==> config.mk <==
export PLATFORM = sky130hd
export DESIGN_NAME = cei_ram
export DESIGN_NICKNAME = d
export VERILOG_FILES = /design/src/cei_ram.sv
export SDC_FILE = /design/constraint.sdc
export NUM_CORES = 1
export LEC_CHECK = 0
export BUFFER_PORTS_ARGS = -buffer_cell sky130_fd_sc_hd__buf_4
export CAP_MARGIN = 40
export CORE_MARGIN = 1.5
export CORE_UTILIZATION = 60
export CTS_CLUSTER_DIAMETER = 120
export DETAILED_ROUTE_END_ITERATION = 12
export PLACE_DENSITY_LB_ADDON = 0.08
export SYNTH_ARGS = -nofsm -noshare
export SYNTH_HDL_FRONTEND = slang
export SYNTH_SLANG_ARGS = --single-unit
==> constraint.sdc <==
create_clock -name i_clk -period 2.05 [get_ports i_clk]
set_input_delay 0.3075 -clock i_clk [delete_from_list [all_inputs] [get_ports i_clk]]
set_output_delay 0.3075 -clock i_clk [all_outputs]
set_load 0.05 [all_outputs]
==> src/cei_ram.sv <==
module cei_ram #(
    parameter int WIDTH = 8,
    parameter int DEPTH = 16
) (
    input  logic                     i_clk,
    input  logic                     i_we,
    input  logic [$clog2(DEPTH)-1:0] i_waddr,
    input  logic [WIDTH-1:0]         i_wdata,
    input  logic [$clog2(DEPTH)-1:0] i_raddr,
    output logic [WIDTH-1:0]         o_rdata
);
    logic [WIDTH-1:0] r_mem [DEPTH];

    always_ff @(posedge i_clk) begin
        if (i_we) begin
            r_mem[i_waddr] <= i_wdata;
        end
        o_rdata <= r_mem[i_raddr];
    end
endmodule

==> flow_summary.ini, run 1 <==
[yosys]
ys_seq_area_frac = 0.778
syn-num-nets = 247
synth.distinct_cells = 19
synth_top_area_share = 0.747
synthArstFlopShare = 0
synth_compound_area_frac = 0.0233
synth_seq_cells = 136
synth-edff-count = 128
syn_avg_cell_area_sq_um = 22.5
synth_top_family_by_area = multiplexers
yosysMostFrequentCell = edfxtp_1
yosys.area_share.simple = 0.0318
synth_area_leaders = edfxtp_1, mux4_2, mux4_1
syn-instance-count = 229
syn-cell-area_sq_um = 5150
synthAdderAreaFrac = 0
yosys_most_used_dff = edfxtp_1
synth_common_cells = edfxtp_1, mux4_2, a22oi_1, mux4_1, nor2_1
synthXorXnorAreaFrac = 0
yosys_warnings = 0
yosys-mux-area-fraction = 0.150
post-synth-top-area-cell = edfxtp_1

[timing]
slew_violations = 0
finalCritPeriodShare = 0.686
fin_skew_ns = 0.00845
min_period_ns = 1.41
tns_ns = 0
whs_ns = 0.0791
relSlewSlack = 0.702
rsz0062_at_grt = false
worst_pin_slew_ns = 0.447
hold_viol_final = 0
fmax_mhz = 711
setup_viol = 0

[clock_tree]
clockBufferDepth = 2
cts_buffers = 17
cts_resized = 0
root_buffer = clkbuf_8
cts_setup_buffers = 0
cts_sinks = 136
insertion_delay_ns = 0.52
htree_levels = 4
cts_tree = yes
postCtsHoldBufs = 0
cts.clk_slew.worst_paths_ns = 0.06

[worst_setup_path]
path_buf_inv = 1
cpLargestDelayFamily = flip-flops
critPathCaptureType = output pin
critPathMaxStageDelay_ns = 0.37
arrival_ns = 1.10
crit_fanout = 1
slowest_stage = dfxtp_1
start_kind = flip-flop
crit_required_ns = 1.74
critical_path_class = reg -> out
path_cells = buf_4

[detailed_routing]
drc = 0
avgRoutedWirePerCell_um = 25.3
dr.first_iter.drc_count = 150
via_per_inst = 6.12
dr_total_vias = 2465
firstDrtPassIters = 4
ant_nets = 0
routed_wirelength_um = 10200

[cells_and_area]
multi_input_area_sq_um = 1060
num_antenna_cells = 0
postLayoutCellArea_sq_um = 6180
fill_cells = 467
drive_gt1_frac = 0.319
seq_area_sq_um = 4000
utilization = 0.749
syn2layout_area_growth_pct = 20.1
final_nets = 303

[place]
io_buffers = 25
dpl_cell_area_sq_um = 5560
gp_congestion = 0.726
dpl.hpwl_um = 5890

[power]
finalPower_mw = 6.69
ir_worst_vdd_v = 0.000591
total_leakage_power_nw = 2.14
p_per_area_nw_per_um2 = 1080

[grt]
grt_max_degree = 28
grt_first_pass_wirelength_um = 14900
grt_pass1_vias = 2560
grt_use_total = 0.254
antenna_found_initial = 0
grt_overflow_total = 0

[floorplan]
core.rowCount = 33
die_h_um = 95.6
start_util = 0.623
top_level_ports = 26
die_w_um = 95.6
coreArea_sq_um = 8260
dieArea_sq_um = 9140

[worst_hold_path]
holdCritPathClass = in -> reg

[run_status]
outcome = finished clean

[run]
cap_violations = 0
path summary, 6_finish.rpt:
path                                              from                    end  slack, ns  cells after the start
worst max-delay path                o_rdata[7]$_DFF_P_             o_rdata[7]       0.64                      1
worst min-delay path                        i_wdata[5]  r_mem[0][5]$_DFFE_PP_       0.08                      1
worst max register to register  r_mem[10][4]$_DFFE_PP_     o_rdata[4]$_DFF_P_       0.66                      3
worst min register to register   r_mem[4][4]$_DFFE_PP_     o_rdata[4]$_DFF_P_       0.67                      3
where the power goes:
group,total [mW],switching (mW),internal [mW],leakage [nW]
combinational,0.371,0.223,0.147,0.611
sequential,3.13,0.0213,3.11,1.22
clock,3.19,1.09,2.09,0.303
total,6.69,1.34,5.35,2.14
kinds of logic (layout without fill, tap and decap cells):
family,after synthesis,after routing
buffers and inverters,10,79
and+or+nand+nor,35,35
muxes,32,32
DFF,136,136
AOI/OAI and AO/OA,16,16
cell type report:
cell class,instances,share of cell area
tap,105,0.0213
multi-input combinational,83,0.171
clock buffer,19,0.0682
timing repair buffer,47,0.0591
sequential,136,0.648
clock inverter,13,0.0328
worst reg2reg max path: stages (launching register included):
cell and delay, ns:
edfxtp_1 0.36, mux4_1 0.50, a22oi_1 0.34, nand2_1 0.08
stage by stage:
step / instances / worst slack, ns
3_3_place_gp: 371 / 0.227
6_report: 403 / 0.644
3_5_place_dp: 371 / 0.198
5_1_grt: 403 / 0.588
4_1_cts: 403 / 0.607
2_1_floorplan: 229 / 0.250
routing by layer:
layer / vias up / wire length, um / global-route usage
li1: 1080 / - / -
met1: 1269 / 3990 / 0.326
met2: 100 / 5280 / 0.410
met3: 16 / 743 / 0.0845
met4: 0 / 165 / 0.0846
met5: - / 0 / 0
registers in the layout, summed over array words and instances (netlist names):
name     cells
r_mem      128
o_rdata      8
layout by cell type, fill, tap and decap left out:
cell	netlist	routed
nor2b_1	1	1
or3b_2	1	1
nand3_1	1	1
a22oi_1	16	16
and2b_1	1	1
nand2_1	9	9
bufinv_16	0	5
and2_1	1	1
mux4_1	14	14
dfxtp_1	8	8
edfxtp_1	128	128
clkinv_1	0	1
buf_4	1	46
nand2b_1	2	2
clkinv_4	0	3
buf_12	0	1
clkinv_2	0	3
clkbuf_16	0	16
mux4_2	18	18
nand3b_1	2	2
clkinvlp_4	0	1
clkbuf_1	0	2
clkbuf_8	0	1
nor3_1	4	4
nor2_1	13	13
Note: power is estimated with default switching activity, not from simulation.
==> run 2: changes to the inputs <==
Clock period 2.05 ns to 1.3 ns, I/O delays scaled along.
==> run 2 against run 1 <==
Effect of this change: the run now ends with negative setup slack left; die area unchanged; via count is 1.3% higher; global-route usage shrank 1.3 points; critical path depth is 2 higher; register-to-register slack worse by 0.68 ns; total power increased by 60%; utilization increased by 2.7 points; sequential share of layout area down 2.3 points; non-clock buffer count is 10 higher; critical endpoint is now o_rdata[2]$_DFF_P_; largest cell class unchanged.
==> flow_summary.ini, run 2 (synthesis results as in run 1) <==
[worst_setup_path]
start_kind = flip-flop
worstReg2RegStart = r_mem[0][2]$_DFFE_PP_
critical_path_class = reg -> reg
rrSetupSlack_ns = -0.02
cp-endpoint = o_rdata[2]$_DFF_P_
arrival_ns = 1.72
path_cells = mux4_2 > a22oi_2 > nand2_1
critPathMaxStageDelay_ns = 0.48
path_depth = 3
cpLargestDelayFamily = multiplexers
crit_required_ns = 1.70
slowest_stage = mux4_2
path_buf_inv = 0
startpoint = r_mem[0][2]$_DFFE_PP_
reg2reg_depth = 3
crit_fanout = 1
r2r-end = o_rdata[2]$_DFF_P_
critPathCaptureType = flip-flop

[clock_tree]
htree_levels = 4
cts.clk_slew.worst_paths_ns = 0.06
insertion_delay_ns = 0.51
cts_sinks = 136
cts_tree = yes
root_buffer = clkbuf_8
clockBufferDepth = 2
cts_setup_buffers = 0
cts_buffers = 17

[detailed_routing]
firstDrtPassIters = 5
routed_wirelength_um = 9750
ant_nets = 0
drc = 0
dr_total_vias = 2496
via_per_inst = 6.04
dr.first_iter.drc_count = 238
avgRoutedWirePerCell_um = 23.6

[floorplan]
coreArea_sq_um = 8260
die_h_um = 95.6
top_level_ports = 26
start_util = 0.623
dieArea_sq_um = 9140
die_w_um = 95.6
core.rowCount = 33

[timing]
finalCritPeriodShare = 1.01
setup_viol = 1
min_period_ns = 1.32
slew_violations = 0
tns_ns = -0.0175
rsz0062_at_grt = true
fin_skew_ns = 0.00725
worst_pin_slew_ns = 0.886
worst_slack_ns = -0.0175
relSlewSlack = 0.408
hold_viol_final = 0
fmax_mhz = 759

[place]
dpl.hpwl_um = 6100
io_buffers = 25
gp_congestion = 0.766
post-place-ws_ns = -0.291
dpl.cell_count = 375

[grt]
grt_first_pass_wirelength_um = 14800
grt_use_total = 0.240
grt_pass1_vias = 2626
antenna_found_initial = 0
grt_overflow_total = 0
grt_max_degree = 20

[cells_and_area]
syn2layout_area_growth_pct = 24.5
layout_common_cells = edfxtp_1, buf_4, mux4_2
final_nets = 313
num_antenna_cells = 0
regMostFlops = r_mem
final_common_cell = edfxtp_1
finalNonFillerCells = 413
largest_reg_flops = 128
top_regs = r_mem x128, o_rdata x8
drive_gt1_frac = 0.380

[run]
cap_violations = 0

[worst_hold_path]
holdCritPathClass = in -> reg

[power]
total_leakage_power_nw = 2.20
p_per_area_nw_per_um2 = 1670
ir_worst_vdd_v = 0.00162
finalPower_mw = 10.7

[run_status]
outcome = finished, violations left
violations = negative setup slack
-- run 2: how the worst min path moves through the flow --
stage / from / to / slack (ns) / depth (start not counted)
4_1_cts: i_wdata[6] / r_mem[5][6]$_DFFE_PP_ / 0.002 / 1
3_3_place_gp: i_wdata[6] / r_mem[6][6]$_DFFE_PP_ / 0.49 / 1
5_1_grt: i_wdata[5] / r_mem[7][5]$_DFFE_PP_ / 0.005 / 1
2_1_floorplan: i_wdata[0] / r_mem[0][0]$_DFFE_PP_ / 0.29 / 0
3_5_place_dp: i_wdata[1] / r_mem[1][1]$_DFFE_PP_ / 0.52 / 1
6_report: i_wdata[6] / r_mem[8][6]$_DFFE_PP_ / 0.005 / 1
-- run 2: power by group --
part,switching (mW),total [mW],internal (mW)
logic,0.374,0.652,0.278
registers,0.0322,4.93,4.90
clock network,1.79,5.12,3.33
-- run 2: cell type report --
| type | instances | area, sq um |
|---|---|---|
| flip-flops and latches | 136 | 4000 |
| fillers | 452 | 1850 |
| multi-input cells | 83 | 1100 |
| repair buffers | 57 | 538 |
| clock buffers | 18 | 418 |
| clock inverters | 14 | 218 |
| well taps | 105 | 131 |
-- run 2: metrics by stage --
stage / hold slack [ns] / area (sq um) / utilization
global placement: 0.493 / 5700 / 0.690
global route: 0.00530 / 6410 / 0.776
finish: 0.00480 / 6410 / 0.776
CTS: 0.00196 / 6420 / 0.777
detailed placement: 0.516 / 5700 / 0.690
floorplan: 0.294 / 5190 / -
-- run 2: routing by layer --
metal	vias up	wire length [um]	track usage
met5	-	0	0
met2	117	4800	0.375
met3	12	757	0.0638
met1	1261	4040	0.333
met4	0	148	0.0821
li1	1106	-	-
-- run 2: repair_timing --
| action | CTS | global route |
|---|---|---|
| resized for setup | 6 | 6 |
| pin swaps | 3 | 3 |
| hold buffers | 6 | 0 |
| hold endpoints to repair | 94 | 0 |
| endpoints found under the setup margin | 7 | 9 |
==> run 3: changes to the inputs <==
Settings changed: PLACE_DENSITY set to 0.78, PLACE_DENSITY_LB_ADDON 0.08 to not set, TNS_END_PERCENT set to 50.
==> run 3 against run 2 <==
Effect of this change: the run still ends with negative setup slack left; sequential cell count did not move; via count increased by 3.6%; worst hold slack improved by 0.16 ns; routed wire length rose by 4.1%; sequential share of layout area fell by 0.43 points; worst setup slack worse by 0.020 ns; global-route usage up 0.99 points; utilization increased by 0.56 points; count of clock-buffer cells in the layout unchanged; clock power down 3%; register-to-register slack worse by 0.02 ns; clock skew rose by 0.0022 ns; critical endpoint unchanged; largest cell class unchanged.
==> flow_summary.ini, run 3 (synthesis results as in run 1) <==
[cells_and_area]
drive_gt1_frac = 0.419
final_nets = 325
utilization = 0.782
final_common_cell = edfxtp_1
largest_reg_flops = 128
layout_common_cells = edfxtp_1, buf_4, mux4_2
fill_cells = 447
syn2layout_area_growth_pct = 25.4
top_regs = r_mem x128, o_rdata x8
regMostFlops = r_mem
num_antenna_cells = 0

[clock_tree]
insertion_delay_ns = 0.52
root_buffer = clkbuf_8
htree_levels = 4
cts_tree = yes
cts.clk_slew.worst_paths_ns = 0.06
clockBufferDepth = 2
cts_buffers = 17
cts_setup_buffers = 0
cts_sinks = 136

[worst_setup_path]
crit_fanout = 1
critical_path_class = reg -> reg
start_kind = flip-flop
arrival_ns = 1.73
critPathCaptureType = flip-flop
crit_required_ns = 1.70

[power]
finalPower_mw = 10.6
p_per_area_nw_per_um2 = 1640
ir_worst_vdd_v = 0.00119
total_leakage_power_nw = 2.23

[run_status]
violations = negative setup slack
outcome = finished, violations left

[timing]
slew_violations = 0
relSlewSlack = 0.477
whs_ns = 0.164
min_period_ns = 1.34
finalCritPeriodShare = 1.03
worst_slack_ns = -0.0371
worst_pin_slew_ns = 0.782
hold_viol_final = 0
setup_viol = 3
rsz0062_at_grt = true
fmax_mhz = 748
fin_skew_ns = 0.00946

[floorplan]
start_util = 0.623
coreArea_sq_um = 8260
die_w_um = 95.6
top_level_ports = 26
die_h_um = 95.6
dieArea_sq_um = 9140
core.rowCount = 33

[detailed_routing]
avgRoutedWirePerCell_um = 23.9
ant_nets = 0
dr_total_vias = 2585
via_per_inst = 6.08
routed_wirelength_um = 10100
drc = 0
dr.first_iter.drc_count = 293
firstDrtPassIters = 5

[run]
cap_violations = 0

[grt]
antenna_found_initial = 0
grt_max_degree = 19
grt_overflow_total = 0
grt_pass1_vias = 2719
grt_first_pass_wirelength_um = 15200
grt_use_total = 0.250

[place]
dpl.hpwl_um = 6140
post-place-ws_ns = -0.238
io_buffers = 25
gp_congestion = 0.805

[worst_hold_path]
holdCritPathClass = in -> reg
==> run 3: cell types whose count changed in the layout (fill, tap and decap cells not counted), sizes merged <==
| cell | previous run | this run |
|---|---|---|
| buf | 51 | 61 |
| bufinv | 5 | 4 |
| clkinv | 2 | 5 |
| clkinvlp | 2 | 3 |
| dlygate4sd3 | 6 | 8 |
| inv | 5 | 2 |
==> run 3: critical path, cell delays in order, from the launching register on <==
cell,delay [ns]
edfxtp_1,0.36
mux4_1,0.56
a22oi_2,0.20
nand2_1,0.11
==> run 3: layout make-up <==
| type | instances | area (sq um) | share of cell area |
|---|---|---|---|
| Multi-Input combinational cell | 83 | 1100 | 0.171 |
| Tap cell | 105 | 131 | 0.0204 |
| Sequential cell | 136 | 4010 | 0.620 |
| Timing Repair Buffer | 69 | 592 | 0.0917 |
| Clock buffer | 18 | 428 | 0.0663 |
| Clock inverter | 14 | 196 | 0.0304 |
==> run 3: power by group <==
group	internal, mW	total, mW	switching (mW)	leakage (nW)
Combinational	0.292	0.675	0.384	0.709
Clock	3.18	4.96	1.79	0.298
Sequential	4.90	4.94	0.0324	1.22
Total	8.37	10.6	2.20	2.23
==> run 3: path summary, 6_finish.rpt <==
path                          startpoint  slack (ns)                 end  cells past startpoint
setup / recovery   r_mem[5][2]$_DFFE_PP_       -0.04  o_rdata[2]$_DFF_P_                      3
hold / removal                i_raddr[1]        0.16  o_rdata[7]$_DFF_P_                      4
setup reg to reg   r_mem[5][2]$_DFFE_PP_       -0.04  o_rdata[2]$_DFF_P_                      3
hold reg to reg   r_mem[14][6]$_DFFE_PP_        0.66  o_rdata[6]$_DFF_P_                      3
==> run 3: metal layers <==
layer | wire length [um] | track usage | part of all wire
met1 | 4160 | 0.330 | 0.41
met2 | 5210 | 0.393 | 0.51
met3 | 623 | 0.0734 | 0.061
met4 | 147 | 0.104 | 0.014
met5 | 0 | 0 | 0
==> run 3: per-stage QoR <==
step	instance area [sq um]	cells	TNS, ns
finish	6450	425	-0.0922
global route	6450	425	-0.254
CTS	6450	424	-0.0645
detailed placement	5720	384	-5.59
global placement	5720	384	-4.19
floorplan	5170	229	-0.999
==> run 3: what timing repair did <==
item / 4_1_cts / 5_1_grt
pin swaps: 4 / 4
endpoints found under the setup margin: 9 / 5
hold buffers: 8 / 0
endpoints found under the hold margin: 128 / 0
resized for setup: 16 / 2
